`config.mk`:
```
export PLATFORM = sky130hd
export DESIGN_NAME = brb_ctrl
export DESIGN_NICKNAME = d
export VERILOG_FILES = /design/src/hdl/brb_pkg.sv /design/src/hdl/brb_ctrl.sv
export SDC_FILE = /design/constraint.sdc
export NUM_CORES = 1
export LEC_CHECK = 0
export BUFFER_PORTS_ARGS = -buffer_cell sky130_fd_sc_hd__buf_2
export CAP_MARGIN = 40
export CORE_AREA = 2 2 39 41
export CTS_CLUSTER_DIAMETER = 120
export DETAILED_ROUTE_END_ITERATION = 16
export DIE_AREA = 0 0 41 43
export GPL_ROUTABILITY_DRIVEN = 0
export PLACE_DENSITY = 0.41
export SETUP_SLACK_MARGIN = 0.5
export SLEW_MARGIN = 20
export SYNTH_ARGS = -nofsm -noshare
export SYNTH_HDL_FRONTEND = slang
export SYNTH_SLANG_ARGS = --single-unit
```
`constraint.sdc`:
```
create_clock -name clk -period 1.3 [get_ports clk]
set_input_delay 0.195 -clock clk [delete_from_list [all_inputs] [get_ports clk]]
set_output_delay 0.195 -clock clk [all_outputs]
set_load 0.01 [all_outputs]
```
`src/hdl/brb_pkg.sv`:
```
package brb_pkg;

  localparam int DEPTH   = 4096;
  localparam int MAX_RUN = 64;

  // Widths of the count-like fields, of the RAM address and of the run counter.
  localparam int CNT_W  = 13;
  localparam int ADDR_W = $clog2(DEPTH);
  localparam int RUN_W  = $clog2(MAX_RUN + 1);

  typedef enum logic [1:0] {
    ACT_PUSH  = 2'd0,
    ACT_GET   = 2'd1,
    ACT_RESET = 2'd2,
    ACT_NONE  = 2'd3
  } action_t;

  typedef struct packed {
    action_t            action;
    logic [7:0]         data_byte;
    logic               chunk_first;
    logic [CNT_W-1:0]   count;
  } in_item_t;

  typedef struct packed {
    logic [7:0]         out_byte;
    logic               byte_valid;
    logic               last;
    logic               accepted;
    logic [CNT_W-1:0]   fill_level;
  } out_item_t;

  typedef enum logic [1:0] {
    ST_IDLE,
    ST_RESP,
    ST_READ,
    ST_SEND
  } state_t;

  typedef struct packed {
    logic cfg_write;
    logic take;
    logic load_resp;
    logic issue_rd;
    logic load_byte;
  } cmd_t;

  typedef struct packed {
    logic gives_result;
    logic starts_run;
    logic run_done;
    logic out_free;
  } sts_t;

endpackage

```
`src/hdl/brb_ctrl.sv`:
```
module brb_ctrl (
  input  logic          clk,
  input  logic          rst_n,
  input  logic          in_valid,
  output logic          in_stall,
  input  logic          cfg_valid,
  output logic          cfg_ready,
  input  brb_pkg::sts_t sts,
  output brb_pkg::cmd_t cmd
);

  brb_pkg::state_t state_r;
  brb_pkg::state_t state_nxt;

  always_ff @(posedge clk) begin
    if (!rst_n) begin
      state_r <= brb_pkg::ST_IDLE;
    end else begin
      state_r <= state_nxt;
    end
  end

  always_comb begin
    state_nxt = state_r;
    unique case (state_r)
      brb_pkg::ST_IDLE: begin
        if (in_valid && !cfg_valid) begin
          if (sts.starts_run) begin
            state_nxt = brb_pkg::ST_READ;
          end else if (sts.gives_result) begin
            state_nxt = brb_pkg::ST_RESP;
          end
        end
      end
      brb_pkg::ST_RESP: begin
        if (sts.out_free) begin
          state_nxt = brb_pkg::ST_IDLE;
        end
      end
      brb_pkg::ST_READ: begin
        state_nxt = brb_pkg::ST_SEND;
      end
      brb_pkg::ST_SEND: begin
        if (sts.out_free) begin
          state_nxt = sts.run_done ? brb_pkg::ST_IDLE : brb_pkg::ST_READ;
        end
      end
      default: state_nxt = brb_pkg::ST_IDLE;
    endcase
  end

  always_comb begin
    cmd       = '0;
    in_stall  = 1'b1;
    cfg_ready = 1'b0;
    unique case (state_r)
      brb_pkg::ST_IDLE: begin
        // A capacity write goes first; an input beat waits behind it.
        in_stall      = cfg_valid;
        cfg_ready     = 1'b1;
        cmd.cfg_write = cfg_valid;
        cmd.take      = in_valid && !cfg_valid;
      end
      brb_pkg::ST_RESP: begin
        cmd.load_resp = sts.out_free;
      end
      brb_pkg::ST_READ: begin
        cmd.issue_rd = 1'b1;
      end
      brb_pkg::ST_SEND: begin
        cmd.load_byte = sts.out_free;
      end
      default: begin
        in_stall = 1'b1;
      end
    endcase
  end

endmodule

```
# [Word level (Yosys, flattened, before mapping)]
# Cells that the tools add are included.
[classes] n_eq_ne=7 mux=13 n_reduce_logical=4
[ops] cell="2-bit 2-to-1 mux" n=7
[ops] cell="2-bit one-hot mux with 4 select lines" n=1
[ops] cell="2-bit inequality test, second input constant" n=3
[ops] cell="1-bit 2-to-1 mux" n=5
[ops] cell="2-bit == test, second input constant" n=2
[ops] cell="4-bit AND reduction" n=1
[ops] cell="3-bit inequality test, second input constant" n=1
[ops] cell="2-bit by 1-bit == test with 1-bit output, second input constant" n=1
[ops] cell="2-bit zero test" n=1
[ops] cell="1-bit logical AND" n=1
[ops] cell="1-bit zero test" n=1
[word_totals] register_bits=2 inputBits=8 word_cells=25

# [Logic depth before layout (Yosys ltp)]
# Gate-level depths: netlist of the first run.
[depth] word_depth=4 depth_mapped=4 ltp_nobuf=3

# [Worst setup path after synthesis of the first run]
# No wires, ideal clock.
[synth_timing] path_type="flip-flop to output port" from="register state_r[1]" to="output in_stall" n_path_buf=1 slack_ns=0.291 path_stages_with_launch=3 t_arrival_ns=0.814 cell_sequence="dfxtp_1 -> buf_6 -> or3_1"
[synth_between] elab_chain_cells=2
[synth_rtl] item="start, declared" line_no="brb_ctrl.sv:12" text="brb_pkg::state_t state_r;"
[synth_rtl] item="start signal, assigned" line_no="brb_ctrl.sv:17" text="state_r <= brb_pkg::ST_IDLE;"
[synth_rtl] item="start signal, assigned" line_no="brb_ctrl.sv:19" text="state_r <= state_nxt;"
[synth_rtl] item="2-bit zero test" line_no="brb_ctrl.sv:56" text="unique case (state_r)"
[synth_rtl] item="1-bit 2-to-1 mux" line_no="brb_ctrl.sv:56"
[synth_rtl] item="end, declared" line_no="brb_ctrl.sv:5" text="output logic in_stall,"
# Every way passes these cells.

# [Worst setup path in the final report of the first run]
[layout_timing] from="register state_r[0]" to="output in_stall"
# Same word-level chain as after synthesis.

==> results of run 1 <==
[cell type report]
class                      instances  area (um2)  area share [%]
multi-input combinational         17       138.9           41.11
sequential                         2       47.55           14.07
clock buffer                       3       22.52           6.667
timing repair buffer              17       108.9           32.22
tap                               16       20.02           5.926
[routing by layer]
layer | track usage [%] | wire [um]
met1 | 10.22 | 245
met5 | 0 | 0
met3 | 2.094 | 64
met2 | 7.187 | 199
met4 | 6.000 | 0
[cells in the final DEF, fill, tap and decap left out]
cell,count
o311a_1,1
clkbuf_4,3
and2_2,1
dfxtp_4,2
buf_2,12
buf_4,2
nor2_4,1
nor2b_1,2
nor3_2,2
buf_6,3
nand2b_4,1
or3_4,1
and3_1,1
nor2_2,1
nor3b_2,1
o221a_1,1
nor2_1,2
nand2_1,1
a21oi_1,1
[power groups by stage]
stage / Sequential (mW) / Combinational, mW / Clock, mW
detailed placement: 0.0730 / 0.0687 / 0
global placement: 0.0732 / 0.0693 / 0
CTS: 0.0706 / 0.0781 / 0.154
global route: 0.0714 / 0.0921 / 0.159
floorplan: 0.0675 / 0.0482 / 0
finish: 0.0703 / 0.0842 / 0.143
[cells by family after synthesis]
family,Yosys count,share of synthesized area [%]
and+or+nand+nor,14,51.03
DFF,2,22.07
buffers and inverters,2,12.41
AOI/OAI and AO/OA,3,14.48
[worst reg2reg max path: cells and delay by family, from the launching register on]
family,cells,cell delay [ns]
compound gates,1,0.32
buf+inv,1,0.15
flops,1,0.35
[worst max-delay path by stage]
stage | from | end | slack, ns | cells after the start
floorplan | state_r[0] | in_stall | 0.32 | 2
global route | state_r[0] | in_stall | 0.01 | 2
CTS | state_r[0] | in_stall | 0.03 | 2
global placement | state_r[1] | cmd[4] | 0.24 | 3
finish | state_r[0] | in_stall | 0.04 | 2
detailed placement | state_r[1] | cmd[4] | 0.24 | 3
[timing repair]
action / CTS / global route
cloned: 0 / 0
gates resized for setup: 6 / 3
setup endpoints to repair: 9 / 9
pin swaps: 1 / 1
buffers inserted: 1 / 1
hold buffers: 0 / 0
[through the flow]
stage	setup WS [ns]	hold slack, ns	instances	utilization (%)
global placement	0.2409	0.4591	50	19.26
detailed placement	0.2388	0.4645	50	19.26
global route	0.01023	0.2097	55	24.41
floorplan	0.3244	0.3262	21	-
CTS	0.02644	0.2039	54	22.78
finish	0.04140	0.2158	55	24.41
==> results.ini, run 1 <==
[detailed_routing]
ant_nets=0
dr.first_iter.drc_count=2
routedWlPerCell_um=9.236
drc=0
drt_wl_total_um=508
vias=216
drt-pass1-iter-count=2
vias_per_cell=3.927

[timing]
max_slew_margin_pct=91.13
fin_setup_tns_ns=0
setup_viol=0
fin_skew_ns=0.002517
rsz0062_at_grt=yes
timing.fmax_ghz=0.7945
fin_crit_sh_pct=96.82
fin_crit_ns=1.259
report.final.slew_viol_count=0
hold_viol=0
worst_pin_slew_ns=0.1323

[logic_synthesis]
synth-async-reset-ratio_pct=0
post-synth-top-area-cell=dfxtp_1
synth_edf_count=0
syn_avg_cell_area_um2=8.639
synthCells=21
netlist_top_cells_area=dfxtp_1, buf_6, nor2_1
netlist.area_leader.share_pct=22.07
ys.warnings.count=0
ys_ff_latch=2
yosys-top-cells-count=nor2_1, buf_6, dfxtp_1, nor2b_1
synth_cell_type_count=15
synthFlopType=dfxtp_1
synth.yosys.seq_area_share_pct=22.07
yosysMostFrequentCell=nor2_1
syn_area_um2=181.4
syn-num-nets=29

[pwr]
vdd_ir_drop_max_uv=257.4
p_leak_nw=0.1654
powerDensity_mw_per_mm2=881.3
intPower_mw=0.2147
p_seq_share_pct=23.6
power_frac_clock_pct=48.1
swShare_pct=27.87
switching_power_mw=0.08298
power_mw=0.2977
combPwrFrac_pct=28.3

[finish]
largest_reg_flops=2
reg_top3=state_r (2)
largest_register=state_r
layout.nets=49
antenna_cells=0
synthToLayoutAreaGrowth_pct=86.21
drive_gt1_share_pct=76.92
fin_area_um2=337.8
nFillCells=157

[run_status]
status=finished, final reports clean

[grt]
grt_max_degree=10
antenna_found_initial=0
grt.overflow.total=0
grt_pass1_wl_um=814
grt_pass1_vias=203
grtUsageTotal_pct=6.814

[placed_design]
place_area_um2=266.5
io_buffers=14
hpwl_um=363.8

[setup_path]
worst_setup_path_start_kind=register
worst_path_largest_cell_delay_ns=0.36
cp_data_required_time_ns=1.11
regToRegSetupSlack_ns=0.37
arrival_ns=1.06
cp_top_family=simple AND/OR/NAND/NOR gates
r2r_cells=2
r2r-end=state_r[0]
cp-end-kind=output pin
regToRegStartpoint=state_r[0]
crit_slowest_cell=or3_4
cp_max_fo=5
path_cells=or3_4 > buf_6
critPathKind=register to output pin
worst-path-buf-inv=1

[clock_network]
cts_tree=yes
cts_buffers=3
cts_root_buf=clkbuf_4
clock-sinks=2
clk_pin_slew_worst_paths_ns=0.03
clock_latency_ns=0.23
h-tree-depth=1
cts_buffer_depth=2

[floorplan]
start_util_pct=13.11
die_w_um=41
fp.dieH_um=43
core-area_mm2=0.001384
dieArea_mm2=0.001763
rows=14
boundaryPins=15

[min_path]
min-delay-start=rst_n
min_path_type=input port to register
whs_path_depth=2
min_to=state_r[0]

[flow_run]
cap_viol_max_count=0

Note: power is estimated with default switching activity, not from simulation.
==> run 2, diff against run 1 <==
- CELL_PAD_IN_SITES_DETAIL_PLACEMENT: unset -> 0
- CELL_PAD_IN_SITES_GLOBAL_PLACEMENT: unset -> 1
- PLACE_DENSITY: 0.41 -> 0.53
==> run 2 against run 1 <==
  * Non-clock buffer count unchanged
  * Power up 1.9%
  * Design area up 2.2%
  * Clock-buffer cell count unchanged
  * Combinational power up 5.7%
  * Critical path type unchanged
  * Critical endpoint unchanged
  * Largest cell class unchanged
  * Highest routed layer is now met4
==> results.ini, run 2 (synthesis gave the netlist of run 1 again) <==
[clock_network]
h-tree-depth=1  ; unchanged
cts_buffers=3  ; unchanged
clock_latency_ns=0.23  ; about the same
clk_pin_slew_worst_paths_ns=0.03  ; about the same
cts_buffer_depth=2  ; unchanged
cts_tree=yes
holdBufCountCts=0  ; unchanged
clock-sinks=2  ; unchanged
cts_root_buf=clkbuf_4

[detailed_routing]
drt-pass1-iter-count=4  ; +2
drt_wl_total_um=550  ; +8.3%
vias=216  ; unchanged
vias_per_cell=3.927  ; unchanged
ant_nets=0  ; unchanged
routedWlPerCell_um=10.00  ; +8.3%
dr.first_iter.drc_count=3  ; +1
drc=0  ; unchanged

[setup_path]
cp_max_fo=5  ; unchanged
cp-end-kind=output pin
critPathKind=register to output pin
path_cells=or3_4 > buf_6
r2r_cells=2  ; unchanged
regToRegStartpoint=state_r[0]
worst_path_largest_cell_delay_ns=0.37  ; about the same
regToRegSetupSlack_ns=0.37  ; about the same
arrival_ns=1.05  ; about the same
crit_slowest_cell=or3_4
worst_setup_path_start_kind=register
r2r-end=state_r[0]
cp_data_required_time_ns=1.11  ; about the same

[pwr]
powerDensity_mw_per_mm2=878.5  ; -0.32%
p_leak_nw=0.1732  ; +4.7%
vdd_ir_drop_max_uv=226.5  ; -12%

[finish]
nFillCells=162  ; +3.2%
antenna_cells=0  ; unchanged
largest_register=state_r
reg_top3=state_r (2)
layout.nets=49  ; unchanged
final_common_cell=buf_2
mostFrequentLayoutCells=buf_2, buf_6, clkbuf_4
synthToLayoutAreaGrowth_pct=90.34
drive_gt1_share_pct=82.05  ; +5.1 points
largest_reg_flops=2  ; unchanged

[min_path]
min-delay-start=rst_n
min_path_type=input port to register
min_to=state_r[0]
whs_path_depth=2  ; unchanged

[grt]
grt_max_degree=7  ; -3
grt.overflow.total=0  ; unchanged
grt_pass1_wl_um=862  ; +5.9%
antenna_found_initial=0  ; unchanged
grtUsageTotal_pct=8.116  ; +1.3 points
grt_pass1_vias=203  ; unchanged

[timing]
fin_crit_sh_pct=96.07  ; -0.74 points
fin_setup_tns_ns=0  ; unchanged
report.final.slew_viol_count=0  ; unchanged
timing.fmax_ghz=0.8007  ; +0.77%
max_slew_margin_pct=91.44  ; +0.31 points
worst_pin_slew_ns=0.1278  ; -0.004487 ns
setup_viol=0  ; unchanged
rsz0062_at_grt=yes
fin_hold_ws_ns=0.2102  ; -0.005545 ns
fin_crit_ns=1.249  ; -0.009629 ns
fin_skew_ns=0.001579  ; -0.0009379 ns
hold_viol=0  ; unchanged

[floorplan]
fp.dieH_um=43  ; unchanged
dieArea_mm2=0.001763  ; unchanged
core-area_mm2=0.001384  ; unchanged
start_util_pct=13.11  ; unchanged
rows=14  ; unchanged
die_w_um=41  ; unchanged
boundaryPins=15  ; unchanged

[placed_design]
io_buffers=14  ; unchanged
hpwl_um=390.4  ; +7.3%

[flow_run]
cap_viol_max_count=0  ; unchanged

[run_status]
status=finished, final reports clean

run 2: cell counts in the layout (fill, tap and decap cells not counted):
No cell type changed its count.
run 2: worst max-delay path by stage:
stage                     from        to  cells after the start
finish              state_r[0]  in_stall                      2
CTS                 state_r[0]  in_stall                      2
floorplan           state_r[0]  in_stall                      2
detailed placement  state_r[1]    cmd[4]                      3
global placement    state_r[1]  in_stall                      2
global route        state_r[0]  in_stall                      2
run 2: stage by stage:
step / std cells / util (%) / power [mW] / cell area [um2] / worst slack (ns)
global route: 55 / 24.95 / 0.3332 / 345.3 / 0.009721
CTS: 55 / 22.78 / 0.3016 / 315.3 / 0.03913
floorplan: 21 / - / 0.1157 / 191.4 / 0.3244
detailed placement: 50 / 19.26 / 0.1419 / 266.5 / 0.2335
finish: 55 / 24.95 / 0.3034 / 345.3 / 0.05103
global placement: 50 / 19.26 / 0.1429 / 266.5 / 0.2426
run 2: per-layer routing:
layer / GRT usage [%] / wire, um / vias up
met5: 0 / 0 / -
met4: 8.000 / 16 / 0
met3: 5.236 / 93 / 2
met2: 7.813 / 202 / 15
met1: 10.86 / 239 / 90
li1: - / - / 109
run 2: repair_timing:
item,4_1_cts,5_1_grt
gates resized for setup,4,7
gates cloned,0,0
setup buffers,2,0
pin swaps,2,2
endpoints found under the setup margin,9,9
run 2: layout make-up:
class                      instances  area [um2]  area share, %
multi-input combinational         17       145.1          42.03
sequential                         2       45.04          13.04
timing repair buffer              17       112.6          32.61
tap                               16       20.02          5.797
clock buffer                       3       22.52          6.522
run 2: report_power, final:
| group | switching [mW] | total, mW | internal (mW) |
|---|---|---|---|
| registers | 0.00603 | 0.0709 | 0.0648 |
| clock network | 0.0412 | 0.143 | 0.102 |
| logic | 0.0381 | 0.0890 | 0.0509 |
run 2: worst max-delay path, delay by kind of cell, from the launching register on:
family | cells | cell delay (ns)
DFF | 1 | 0.33
and+or+nand+nor | 1 | 0.37
buffers and inverters | 1 | 0.13
